**src/design/ufv_pkg.sv**
```systemverilog
// ufv_pkg: shared types, codes and helper functions for the UTF-8 filename validator.
// Used by every module of the validator; depends on nothing else.
package ufv_pkg;

    // Widths fixed by the interface
    localparam int CFG_W          = 12;
    localparam int NAME_LEN_W     = 13;
    localparam int CP_W           = 21;

    // Defaults for top-level parameters and registers
    localparam int              LENGTH_COUNT_BITS_DEFAULT = 13;
    localparam logic [CFG_W-1:0] MAX_LENGTH_RESET          = 12'd255;

    // Verdict / error codes; first_error uses OK, BAD_UTF8 and CONTROL only
    typedef enum logic [2:0] {
        REASON_OK        = 3'd0,
        REASON_EMPTY     = 3'd1,
        REASON_TOO_LONG  = 3'd2,
        REASON_BAD_UTF8  = 3'd3,
        REASON_CONTROL   = 3'd4,
        REASON_SEPARATOR = 3'd5,
        REASON_DOT_NAME  = 3'd6
    } reason_t;

    // Shape of the name so far: empty, ".", "..", or anything else
    typedef enum logic [1:0] {
        DOT_NONE  = 2'd0,
        DOT_ONE   = 2'd1,
        DOT_TWO   = 2'd2,
        DOT_OTHER = 2'd3
    } dot_shape_t;

    typedef logic [CFG_W-1:0]      cfg_t;
    typedef logic [NAME_LEN_W-1:0] name_len_t;
    typedef logic [CP_W-1:0]       codepoint_t;

    localparam logic [7:0] CHAR_SLASH = 8'h2F;
    localparam logic [7:0] CHAR_DOT   = 8'h2E;

    // One input item as held in the input register
    typedef struct packed {
        logic [7:0] data_byte;
        logic       has_byte;
        logic       last;
    } item_t;

    // One verdict, from the tracker to the result register
    typedef struct packed {
        logic      accepted;
        reason_t   reason;
        name_len_t length;
    } verdict_t;

    // Smallest codepoint allowed for a sequence class (1 to 4 bytes)
    function automatic codepoint_t min_for_class(input logic [1:0] cls);
        codepoint_t m;
        case (cls)
            2'd0:    m = 21'h000000;
            2'd1:    m = 21'h000080;
            2'd2:    m = 21'h000800;
            2'd3:    m = 21'h010000;
            default: m = 21'h000000;
        endcase
        return m;
    endfunction

    // Classify a completed codepoint
    function automatic reason_t judge_codepoint(input codepoint_t cp, input logic [1:0] cls);
        reason_t r;
        if ((cp < min_for_class(cls)) || (cp > 21'h10FFFF) ||
            (cp inside {[21'h00D800:21'h00DFFF]}))
            r = REASON_BAD_UTF8;
        else if ((cp < 21'h000020) || (cp == 21'h00007F) ||
                 (cp inside {[21'h000080:21'h00009F]}))
            r = REASON_CONTROL;
        else
            r = REASON_OK;
        return r;
    endfunction

endpackage

```
**src/design/utf8_filename_validator_core.sv**
```systemverilog
// utf8_filename_validator_core: top level of the streaming UTF-8 filename validator.
// Depends on ufv_pkg, ufv_input_stage and ufv_name_tracker.
//
// Usage:
//   Input channel (in_valid / in_stall): one item per byte of the filename,
//   data_byte with has_byte = 1; last = 1 ends the name. An item with
//   has_byte = 0 and last = 1 ends a name without adding a byte (empty names).
//   Output channel (out_valid / out_stall): one verdict per name, given for
//   the item with last = 1: accepted, reject_reason, name_length.
//   Config channel (cfg_valid / cfg_ready / cfg_data): writes max_length;
//   cfg_ready is always high. Write only while no name is in flight.
// Timing:
//   One item per cycle sustained unless a stalled verdict holds an item with
//   last. An item waits in the input register; its state update and verdict
//   are formed from it, and the verdict is registered as the last item moves on.
//   If out_stall holds a verdict, items without last keep flowing; an item
//   with last waits in the input register, and only then is in_stall raised.
// Reset: clears the name state and both valid flags; max_length returns to 255.
module utf8_filename_validator_core #(
    parameter int LENGTH_COUNT_BITS = ufv_pkg::LENGTH_COUNT_BITS_DEFAULT
) (
    input  logic                      clk,
    input  logic                      rst_n,
    // input items
    input  logic                      in_valid,
    output logic                      in_stall,
    input  logic [7:0]                data_byte,
    input  logic                      has_byte,
    input  logic                      last,
    // verdicts
    output logic                      out_valid,
    input  logic                      out_stall,
    output logic                      accepted,
    output logic [2:0]                reject_reason,
    output ufv_pkg::name_len_t        name_length,
    // configuration
    input  logic                      cfg_valid,
    output logic                      cfg_ready,
    input  ufv_pkg::cfg_t             cfg_data
);
    import ufv_pkg::*;

    item_t    in_item;
    item_t    item;
    logic     item_valid;
    logic     proceed;
    logic     take;
    verdict_t verdict;

    cfg_t     max_length_reg;
    logic     out_valid_reg, out_valid_next;
    verdict_t result_reg;

    assign in_item.data_byte = data_byte;
    assign in_item.has_byte  = has_byte;
    assign in_item.last      = last;

    // A held item moves on unless it needs the result slot and the slot is blocked
    assign proceed = !item.last || !out_valid_reg || !out_stall;
    assign take    = item_valid && proceed;

    ufv_input_stage u_input (
        .clk        (clk),
        .rst_n      (rst_n),
        .in_valid   (in_valid),
        .in_stall   (in_stall),
        .in_item    (in_item),
        .proceed    (proceed),
        .item_valid (item_valid),
        .item       (item)
    );

    ufv_name_tracker #(
        .LENGTH_COUNT_BITS (LENGTH_COUNT_BITS)
    ) u_tracker (
        .clk        (clk),
        .rst_n      (rst_n),
        .take       (take),
        .item       (item),
        .max_length (max_length_reg),
        .verdict    (verdict)
    );

    // Configuration register
    assign cfg_ready = 1'b1;

    always_ff @(posedge clk or negedge rst_n)
    begin
        if (!rst_n)
            max_length_reg <= MAX_LENGTH_RESET;
        else if (cfg_valid && cfg_ready)
            max_length_reg <= cfg_data;
    end

    // Result register
    always_comb
    begin
        if (take && item.last)
            out_valid_next = 1'b1;
        else if (!out_stall)
            out_valid_next = 1'b0;
        else
            out_valid_next = out_valid_reg;
    end

    always_ff @(posedge clk or negedge rst_n)
    begin
        if (!rst_n)
            out_valid_reg <= 1'b0;
        else
            out_valid_reg <= out_valid_next;
    end

    always_ff @(posedge clk)
    begin
        if (take && item.last)
            result_reg <= verdict;
    end

    assign out_valid     = out_valid_reg;
    assign accepted      = result_reg.accepted;
    assign reject_reason = result_reg.reason;
    assign name_length   = result_reg.length;

endmodule

```
**src/design/ufv_input_stage.sv**
```systemverilog
// ufv_input_stage: input register of the validator, with valid/stall handshake.
// Depends on ufv_pkg (item_t).
module ufv_input_stage (
    input  logic          clk,
    input  logic          rst_n,
    input  logic          in_valid,
    output logic          in_stall,
    input  ufv_pkg::item_t in_item,
    input  logic          proceed,
    output logic          item_valid,
    output ufv_pkg::item_t item
);
    import ufv_pkg::*;

    logic  valid_reg;
    logic  valid_next;
    item_t item_reg;
    logic  accept;

    // Hold off the sender only while the held item cannot move on
    assign in_stall = valid_reg && !proceed;
    assign accept   = in_valid && !in_stall;

    always_comb
    begin
        if (accept)
            valid_next = 1'b1;
        else if (proceed)
            valid_next = 1'b0;
        else
            valid_next = valid_reg;
    end

    always_ff @(posedge clk or negedge rst_n)
    begin
        if (!rst_n)
            valid_reg <= 1'b0;
        else
            valid_reg <= valid_next;
    end

    // Payload needs no reset
    always_ff @(posedge clk)
    begin
        if (accept)
            item_reg <= in_item;
    end

    assign item_valid = valid_reg;
    assign item       = item_reg;

endmodule

```
**src/design/ufv_name_tracker.sv**
```systemverilog
// ufv_name_tracker: per-name state (count, UTF-8 decoder, first error, shape) and verdict logic.
// Depends on ufv_pkg (item_t, verdict_t, codes, judge_codepoint).
module ufv_name_tracker #(
    parameter int LENGTH_COUNT_BITS = ufv_pkg::LENGTH_COUNT_BITS_DEFAULT
) (
    input  logic             clk,
    input  logic             rst_n,
    input  logic             take,
    input  ufv_pkg::item_t   item,
    input  ufv_pkg::cfg_t    max_length,
    output ufv_pkg::verdict_t verdict
);
    import ufv_pkg::*;

    localparam int CMP_W = (LENGTH_COUNT_BITS > CFG_W) ? LENGTH_COUNT_BITS : CFG_W;
    typedef logic [LENGTH_COUNT_BITS-1:0] count_t;
    typedef logic [CMP_W-1:0]             cmp_t;

    count_t     count_reg,  count_next,  count_b;
    logic [1:0] pend_reg,   pend_next,   pend_b;
    codepoint_t acc_reg,    acc_next,    acc_b;
    logic [1:0] cls_reg,    cls_next,    cls_b;
    reason_t    err_reg,    err_next,    err_b;
    logic       sep_reg,    sep_next,    sep_b;
    dot_shape_t dot_reg,    dot_next,    dot_b;

    logic       [7:0] b;
    logic       [1:0] pend_dec;
    codepoint_t acc_cont;
    reason_t    err_final;
    reason_t    reason;
    logic       too_long;

    assign b        = item.data_byte;
    assign pend_dec = pend_reg - 2'd1;
    assign acc_cont = {acc_reg[CP_W-7:0], b[5:0]};

    // State after taking this item's byte
    always_comb
    begin
        count_b = count_reg;
        pend_b  = pend_reg;
        acc_b   = acc_reg;
        cls_b   = cls_reg;
        err_b   = err_reg;
        sep_b   = sep_reg;
        dot_b   = dot_reg;
        if (item.has_byte)
        begin
            // saturating length count
            if ((cmp_t'(count_reg) <= cmp_t'(max_length)) && (count_reg != '1))
                count_b = count_reg + count_t'(1);
            if (b == CHAR_SLASH)
                sep_b = 1'b1;
            if ((b == CHAR_DOT) && (dot_reg == DOT_NONE))
                dot_b = DOT_ONE;
            else if ((b == CHAR_DOT) && (dot_reg == DOT_ONE))
                dot_b = DOT_TWO;
            else
                dot_b = DOT_OTHER;
            // decoder stops at the first error
            if (err_reg == REASON_OK)
            begin
                if (pend_reg == 2'd0)
                begin
                    if (b[7] == 1'b0)
                    begin
                        cls_b = 2'd0;
                        err_b = judge_codepoint(codepoint_t'(b), 2'd0);
                    end
                    else if (b[7:5] == 3'b110)
                    begin
                        cls_b  = 2'd1;
                        pend_b = 2'd1;
                        acc_b  = codepoint_t'(b[4:0]);
                    end
                    else if (b[7:4] == 4'b1110)
                    begin
                        cls_b  = 2'd2;
                        pend_b = 2'd2;
                        acc_b  = codepoint_t'(b[3:0]);
                    end
                    else if (b[7:3] == 5'b11110)
                    begin
                        cls_b  = 2'd3;
                        pend_b = 2'd3;
                        acc_b  = codepoint_t'(b[2:0]);
                    end
                    else
                        err_b = REASON_BAD_UTF8;
                end
                else if (b[7:6] != 2'b10)
                    err_b = REASON_BAD_UTF8;
                else
                begin
                    acc_b  = acc_cont;
                    pend_b = pend_dec;
                    if (pend_dec == 2'd0)
                        err_b = judge_codepoint(acc_cont, cls_reg);
                end
            end
        end
    end

    // Verdict from the state after this item
    always_comb
    begin
        err_final = err_b;
        if ((err_b == REASON_OK) && (pend_b != 2'd0))
            err_final = REASON_BAD_UTF8;
        too_long = cmp_t'(count_b) > cmp_t'(max_length);
        if (count_b == '0)
            reason = REASON_EMPTY;
        else if (too_long)
            reason = REASON_TOO_LONG;
        else if (err_final != REASON_OK)
            reason = err_final;
        else if (sep_b)
            reason = REASON_SEPARATOR;
        else if ((dot_b == DOT_ONE) || (dot_b == DOT_TWO))
            reason = REASON_DOT_NAME;
        else
            reason = REASON_OK;
        verdict.accepted = (reason == REASON_OK);
        verdict.reason   = reason;
        verdict.length   = name_len_t'(count_b);
    end

    // Clear after the last item, else keep the updated state
    always_comb
    begin
        count_next = count_reg;
        pend_next  = pend_reg;
        acc_next   = acc_reg;
        cls_next   = cls_reg;
        err_next   = err_reg;
        sep_next   = sep_reg;
        dot_next   = dot_reg;
        if (take)
        begin
            if (item.last)
            begin
                count_next = '0;
                pend_next  = 2'd0;
                acc_next   = '0;
                cls_next   = 2'd0;
                err_next   = REASON_OK;
                sep_next   = 1'b0;
                dot_next   = DOT_NONE;
            end
            else
            begin
                count_next = count_b;
                pend_next  = pend_b;
                acc_next   = acc_b;
                cls_next   = cls_b;
                err_next   = err_b;
                sep_next   = sep_b;
                dot_next   = dot_b;
            end
        end
    end

    always_ff @(posedge clk or negedge rst_n)
    begin
        if (!rst_n)
        begin
            count_reg <= '0;
            pend_reg  <= 2'd0;
            acc_reg   <= '0;
            cls_reg   <= 2'd0;
            err_reg   <= REASON_OK;
            sep_reg   <= 1'b0;
            dot_reg   <= DOT_NONE;
        end
        else
        begin
            count_reg <= count_next;
            pend_reg  <= pend_next;
            acc_reg   <= acc_next;
            cls_reg   <= cls_next;
            err_reg   <= err_next;
            sep_reg   <= sep_next;
            dot_reg   <= dot_next;
        end
    end

endmodule

```
**config.mk**
```make
export PLATFORM = sky130hd
export DESIGN_NAME = utf8_filename_validator_core
export DESIGN_NICKNAME = d
export VERILOG_FILES = /design/src/design/ufv_pkg.sv /design/src/design/utf8_filename_validator_core.sv /design/src/design/ufv_input_stage.sv /design/src/design/ufv_name_tracker.sv
export SDC_FILE = /design/constraint.sdc
export NUM_CORES = 1
export LEC_CHECK = 0
export ABC_AREA = 1
export ABC_CLOCK_PERIOD_IN_PS = 3600
export BUFFER_PORTS_ARGS = -buffer_cell sky130_fd_sc_hd__buf_2
export CORE_UTILIZATION = 35
export CTS_CLUSTER_DIAMETER = 50
export CTS_CLUSTER_SIZE = 25
export DETAILED_ROUTE_END_ITERATION = 7
export SYNTH_ARGS = -nofsm -noshare
export SYNTH_HDL_FRONTEND = slang
export SYNTH_SLANG_ARGS = --single-unit
```
**constraint.sdc**
```tcl
create_clock -name clk -period 3.6 [get_ports clk]
set_input_delay 0.72 -clock clk [delete_from_list [all_inputs] [get_ports clk]]
set_output_delay 0.72 -clock clk [all_outputs]
set_load 0.05 [all_outputs]
```
# Word level (Yosys, flattened, before mapping)
# Cells that the tools add are included.
# classes
addsub,2
n_reduce_logical,43
n_lt_le_gt_ge,15
n_eq_ne,20
mux,70
# op_table
op,n
$mux W21,9
$mux W15,9
$pmux W21 S4,1
$mux W3,20
$mux W2,20
$mux W13,3
$eq A21 B7 Y1 const B,1
$ge A21 B16 Y1 const B,1
$ge A21 B8 Y1 const B,1
$gt A21 B21 Y1 const B,1
$le A21 B16 Y1 const B,1
$le A21 B8 Y1 const B,1
$lt A21 B21 Y1,1
$lt A21 B6 Y1 const B,1
$lt A8 B21 Y1,1
$eq A8 B6 Y1 const B,2
$ge A8 B16 Y1 const B,1
$le A8 B16 Y1 const B,1
$add A13 B1 Y13 const B,1
$gt A13 B12 Y1,1
$le A13 B12 Y1,1
$logic_not A13 Y1,1
$ne A13 B13 Y1 const B,1
$logic_and A1 B1 Y1,12
other kinds (25),58
# word_totals
input_bits,27
reg_bits,79
out_inout_bits,20
wordCells,166

# Logic depth before layout (Yosys ltp)
# Gate-level depths: netlist of the first run.
# depth
word_depth,24
ltp_mapped,28
mapped_depth_nobuf,27

# Modules after synthesis
# From an unflattened synthesis of the first run, not the netlist that was laid out.
# hier_totals
cells_unflattened,588
hier_area_um2,4733.3
# modules_own_cells
module,cells_each,area_per_inst_um2,seq_area_each_um2,instances
ufv_name_tracker,492,3304.4,950.9,1
utf8_filename_validator_core,79,1071.0,845.8,1
ufv_input_stage,17,357.8,325.3,1

# Worst setup path after synthesis of the first run
# No wires, ideal clock.
# synth_path
path_kind,reg-to-reg
start,reg max_length_reg[2]
end,"reg result_reg (netlist bit accepted), data pin"
n_path_buf,1
t_arrival_ps,3120
period_less_slack_ps,3371
slack_ps,229
setup_ps,251
required_time_ps,3349
path_stages_with_launch,29
cell_sequence,dfstp_2 inv_1 ha_1 nand2_1 inv_1 o21ai_0 nand3_1 nand2_1 nand2_1 nand2_2 buf_6 nand2_4 nor2_1 nand2_1 nand2_1 inv_1 ha_1 a21oi_1 o21ai_0 o21ai_0 nand3_1 nand2_1 nand2_1 nand2_1 nand2_1 a21oi_1 nand3_1 nand2_2 nor2_2
# synth_rtl
item,line_no,rtl
start: declaration,utf8_filename_validator_core.sv:50,cfg_t max_length_reg;
start signal: assignment,utf8_filename_validator_core.sv:92,max_length_reg <= cfg_data;
end signal: assignment,utf8_filename_validator_core.sv:117,result_reg <= verdict;
end: declaration,utf8_filename_validator_core.sv:52,verdict_t result_reg;

==> metrics, run 1 <==
status=finished, final reports clean; area of the core=12800 sq um; Layout Skew=0.00747 ns; cell taking the most area after synthesis=dfrtp_1; critical path type=flop to flop; placed insts=796; IO Count=47; initial antenna violation count=0; RD Place Congestion=0.893; fin worst setup slack=between 0.15 and 0.2 ns; VDD IR max=between 0.3 and 0.4 mV; final wirelength=11600 microns; Lkg Pwr=2.75 nW; met2 WL post-DR=5510 microns; Max Buffers Root-to-Sink=2; Post-route DRC=0; Synth cell types=45; std cell rows=41; layout cells sized above 1=24.6%; area of the multi-input gates=2280 sq um; number of enable flip-flop cells after synthesis=27; Top Metal Used=met4; CTS tree=done; worst skew pair latency=around 0.35 ns; # nets final=698; number of global-route vias before repair=4004; antenna-violating nets left=0; critical path peak fanout=9; Final Max Tran Viols=0; Post-Syn Area per Cell=8.16 sq um; first-pass GRT wire length=around 19000 microns; Hold WC Path Type=input port to asynchronous set/reset pin; largest cells by area after synthesis=dfrtp_1 23%, edfxtp_1 17%, nand2_1 9.5%; yosys warns=0; max_slew headroom=48.2%; Clock Tree Root=clkbuf_16; Setup WS pre-CTS=-0.0850 ns; post-route minimum period=3.42 ns; pwr dens=469 nW/um^2; met1 wire length=5300 microns; Clock Sinks=79; Top FF cell, synth=dfrtp_1; Seq/Total Area, Yosys=45.3%; final setup violation count=0; CP required=3.71 ns; ys async rst share=between 60% and 70%; Fin. Hold Viols=0; Worst Hold Slack=0.384 ns; max FFs per register=15; H-tree level count=3; Layout Cells excl Fill=819; Post-Syn Instances=between 500 and 600; Total GRT Usage=17.4%; Area Overhead vs Synth=21.7%; Crit Reg-Reg Startpoint=max_length_reg[6]; crit path launch type=flop; Post-Syn Nets=630; Reg2Reg Depth=23; Die Y=118 microns; Mapped Area=between 4000 and 5000 sq um; Worst Path Arrival=between 3 and 4 ns; routed len/inst=14.2 microns; reg-to-reg slack, setup=0.18 ns; grt total ovfl=0; DR pass1 iterations=4; Vias/cell=between 4 and 5; Initial Util=36.5%; CP endpoint kind=flop; Initial DRC Count=245; met3 WL=484 microns; fin util=44.5%; port bufs=45; clock-pin slew on the worst setup and hold paths=0.06 ns; Synth top area share=a little under a quarter; Synth Register Bits=79; die width=118 microns; vias post-DR=approximately 4000; Sequential cell area=approximately 2100 sq um; fill count=approximately 1300; Post-synth top cells=119 x nand2_1, 87 x inv_1, 49 x o21ai_0; CTS Buf Count=9; largest net degree at the start of global routing=32; ant diodes=0; FF-to-FF End=accepted; Final HPWL DP=roughly 8600 microns; max capacitance violation total=0; die area=~14000 sq um; Slew @ Worst Pin=0.776 ns; fin crit share=94.9%; cell with the most instances after synthesis=nand2_1; Fmax=293 MHz
power by group:
group / internal [W] / switching [W]
clock: 0.000574 / 0.000367
combinational: 0.000220 / 0.000436
sequential: 0.00103 / 0.0000534
total: 0.00182 / 0.000857
worst max-delay path, stage by stage, from the launching register on:
cell,delay (ns)
dfstp_2,0.52
inv_2,0.05
ha_4,0.26
nand2_1,0.07
nor4_2,0.22
nand3_1,0.16
nand2_4,0.14
buf_12,0.13
nand4_1,0.10
nand2_2,0.13
inv_1,0.07
ha_1,0.31
nand2_2,0.10
nor2_1,0.06
nor2_1,0.09
nand3_1,0.10
nand2_1,0.08
nand2_1,0.04
nand2_1,0.07
nand2_2,0.06
a21oi_4,0.20
nand3_2,0.09
nand2_2,0.08
nor2_2,0.04
layout make-up:
class	instances	area share [%]
clock inverter	6	1.01
multi-input combinational	392	39.9
clock buffer	10	4.39
inverter	90	5.92
timing repair buffer	70	7.77
tap	172	3.77
sequential	79	37.2
routing by layer:
metal,up-vias,global-route usage [%]
li1,2033,-
met1,1873,21.6
met2,89,28.9
met3,27,3.97
met4,0,7.13
met5,-,0
what timing repair did:
action / in CTS / in global routing
pin swaps: 2 / 19
resized for setup: 2 / 31
cloned: 0 / 1
hold buffers: 0 / 0
buffers inserted: 0 / 6
setup endpoints to repair: 3 / 4
cells by family after synthesis:
logic type                 Yosys count  share of synthesized area [%]
and+or+nand+nor                    266                           26.5
xor gates and xnor gates             2                          0.534
buffers and inverters              103                           8.81
DFF                                 79                           45.3
other                                1                         0.0800
AOI/OAI and AO/OA                   93                           10.8
muxes                                1                          0.240
adders and majority gates           29                           7.74
worst max path at each step:
stage / end / slack [ns] / startpoint
6_report: accepted / 0.18 / max_length_reg[6]
5_1_grt: reject_reason[1] / -0.01 / max_length_reg[6]
4_1_cts: accepted / 0.04 / max_length_reg[2]
3_5_place_dp: accepted / -0.09 / max_length_reg[2]
3_3_place_gp: accepted / 0.02 / max_length_reg[2]
2_1_floorplan: accepted / 0.23 / max_length_reg[2]
per-stage QoR:
stage                     cell area, sq um  power, W  TNS, ns
after floorplan                       4690   0.00154        0
after global placement                5200   0.00170        0
after detailed placement              5200   0.00171   -0.107
after CTS                             5520   0.00266        0
after global routing                  5700   0.00282  -0.0256
final                                 5700   0.00268        0
placed cells by master, fill, tap and decap left out, types with 2 or more instances in the layout:
master / netlist / layout
nand4_1: 12 / 12
clkinv_2: 0 / 4
o211ai_1: 2 / 2
o21ai_2: 1 / 3
ha_4: 0 / 4
nand2_2: 13 / 21
nand3_2: 5 / 7
nand2_4: 2 / 3
buf_4: 2 / 23
edfxtp_1: 27 / 27
a31oi_1: 4 / 3
nand2_1: 119 / 110
clkbuf_16: 0 / 11
nand3b_1: 2 / 2
ha_1: 29 / 25
a21oi_1: 22 / 18
o21ai_0: 49 / 45
nor2_2: 6 / 7
o21ai_1: 2 / 4
dfstp_2: 8 / 8
nor3_1: 6 / 6
a211oi_1: 2 / 2
o22ai_1: 8 / 8
inv_1: 87 / 82
dfrtp_1: 44 / 44
buf_2: 3 / 45
nor2_1: 45 / 44
nand3_1: 48 / 46
inv_2: 2 / 7
a21oi_2: 1 / 4
(Power assumes the default switching activity.)
==> inputs of run 2 (changes only) <==
==> constraint.sdc (replaced) <==
create_clock -name clk -period 3.6 [get_ports clk]
set_input_delay 0.18 -clock clk [delete_from_list [all_inputs] [get_ports clk]]
set_output_delay 0.18 -clock clk [all_outputs]
set_load 0.05 [all_outputs]
==> run 2 against run 1 <==
  * Fmax rose by 0.28%
  * Clock power fell by 2.3%
  * Non-clock buffer count did not move
  * First-iteration DRC count rose by 3.7%
  * Via count rose by 0.94%
==> metrics, run 2 (synthesized netlist as in run 1, its figures left out) <==
status=finished, final reports clean; Fmax=slightly below 300 MHz; Fin. Hold Viols=0; Die Y=between 100 and 150 microns; fin worst setup slack=around 0.19 ns; final wirelength=approximately 12000 microns; clock-pin slew on the worst setup and hold paths=0.06 ns; GRT busiest layer=met2; pwr dens=about 460 nW/um^2; area of the core=12800 sq um; Clock Sinks=79; CP required=around 3.7 ns; Final Max Tran Viols=0; die area=between 10000 and 15000 sq um; grt total ovfl=0; Hold WC Path Type=input port to flop; DR pass1 iterations=5; RD Place Congestion=0.892; Vias/cell=4.96; CP bufs+invs=3; Initial DRC Count=254; IO Count=47; die width=118 microns; # nets final=about 700; Final HPWL DP=8560 microns; WHS Path Cells=1; CP dominant cell by count=nand2_1; port bufs=45; met1 usage=21.7%; worst skew pair latency=0.35 ns; CTS tree=done; Post-route DRC=0; Reg2Reg Depth=26; Lkg Pwr=2.74 nW; critical path type=flop to flop; Layout Skew=about 0.0063 ns; ant diodes=0; GR Util met2=between 20 and 30%; most common cell after layout, fill and taps aside=nand2_1; max capacitance violation total=0; Setup WS pre-CTS=-0.0753 ns; largest net degree at the start of global routing=32; fin crit share=a little over nine tenths; routed len/inst=14.2 microns; final setup violation count=0; H-tree level count=3; Worst Path Arrival=3.52 ns; first-pass GRT wire length=18900 microns; max FFs per register=15; antenna-violating nets left=0; critical path peak fanout=8; vias post-DR=4060; CP max stage delay=0.52 ns; CP endpoint kind=flop; std cell rows=a little over 40; Total GRT Usage=17.3%; Max Buffers Root-to-Sink=2; met3 Use GR=3.88%; Area Overhead vs Synth=22.3%; initial antenna violation count=0; CP max stage cell=dfstp_2; max_slew headroom=42.6%; CTS Buf Count=9; crit path launch type=flop; Initial Util=36.5%; VDD IR max=0.360 mV; number of global-route vias before repair=around 4000; layout cells sized above 1=24.0%; cell class contributing the biggest share of worst-path delay=simple AND/OR/NAND/NOR gates; reg-to-reg slack, setup=~0.19 ns; fin util=44.7%; Clock Tree Root=clkbuf_16; post-route minimum period=3.41 ns; Slew @ Worst Pin=0.860 ns; Stages on worst setup path=26; most frequent cells in the layout=111 x nand2_1, 82 x inv_1, 46 x nand3_1, 46 x o21ai_0, 45 x buf_2
-- run 2: cell count changes in the layout (fill, tap and decap cells not counted), moves of 2 or more --
| cell | previous run | this run |
|---|---|---|
| buf_4 | 23 | 20 |
| clkinv_2 | 4 | 2 |
| dlygate4sd3_1 | 0 | 3 |
| ha_1 | 25 | 23 |
| ha_4 | 4 | 6 |
| nand2_2 | 21 | 19 |
-- run 2: final cells by class --
class / instances / area [sq um]
fillers: 1265 / 7090
well taps: 172 / 215
inverters: 90 / 338
clock inverters: 4 / 25.0
flip-flops and latches: 79 / 2120
repair buffers: 70 / 450
clock buffers: 12 / 279
multi-input cells: 392 / 2300
-- run 2: worst register-to-register path: cells and delay by family (launching register included) --
| family | cells | cell delay (ns) |
|---|---|---|
| AOI/OAI and AO/OA | 3 | 0.52 |
| adders and majority gates | 2 | 0.56 |
| buffers and inverters | 3 | 0.23 |
| DFF | 1 | 0.52 |
| and+or+nand+nor | 18 | 1.32 |
-- run 2: layer usage --
metal,wire (microns),vias up
met5,0,-
met4,225,0
met3,554,22
met2,5630,113
met1,5240,1895
li1,-,2030
-- run 2: where the power goes --
| group | switching [W] | internal (W) |
|---|---|---|
| logic | 0.000436 | 0.000231 |
| clock network | 0.000370 | 0.000549 |
| registers | 0.0000535 | 0.00103 |
| total | 0.000859 | 0.00180 |
-- run 2: per-stage QoR --
| stage | hold slack, ns | area, sq um | instances | setup TNS (ns) | total power [W] |
|---|---|---|---|---|---|
| 6_report | 0.0105 | 5730 | 819 | 0 | 0.00266 |
| 5_1_grt | 0.00131 | 5730 | 819 | -0.238 | 0.00281 |
| 4_1_cts | 0.000323 | 5530 | 813 | 0 | 0.00264 |
| 3_5_place_dp | 0.231 | 5200 | 795 | -0.0895 | 0.00171 |
| 3_3_place_gp | 0.218 | 5200 | 795 | 0 | 0.00170 |
| 2_1_floorplan | -0.116 | 4690 | 574 | 0 | 0.00154 |
-- run 2: worst paths after layout --
check | start | endpoint
worst min-delay path | data_byte[4] | u_input.item[6]
worst max-delay path | max_length_reg[2] | accepted
worst min register to register | max_length_reg[7] | max_length_reg[7]
max in group asynchronous | rst_n | max_length_reg[1]
worst max register to register | max_length_reg[2] | accepted
min in group asynchronous | rst_n | u_tracker.count_reg[12]
-- run 2: repair_timing --
action                                  4_1_cts  5_1_grt
pin swaps                                     0       20
endpoints found under the hold margin        19        1
resized for setup                             1       32
gates cloned                                  0        1
setup buffers                                 0        4
endpoints found under the setup margin        3        4
hold buffers                                  2        1
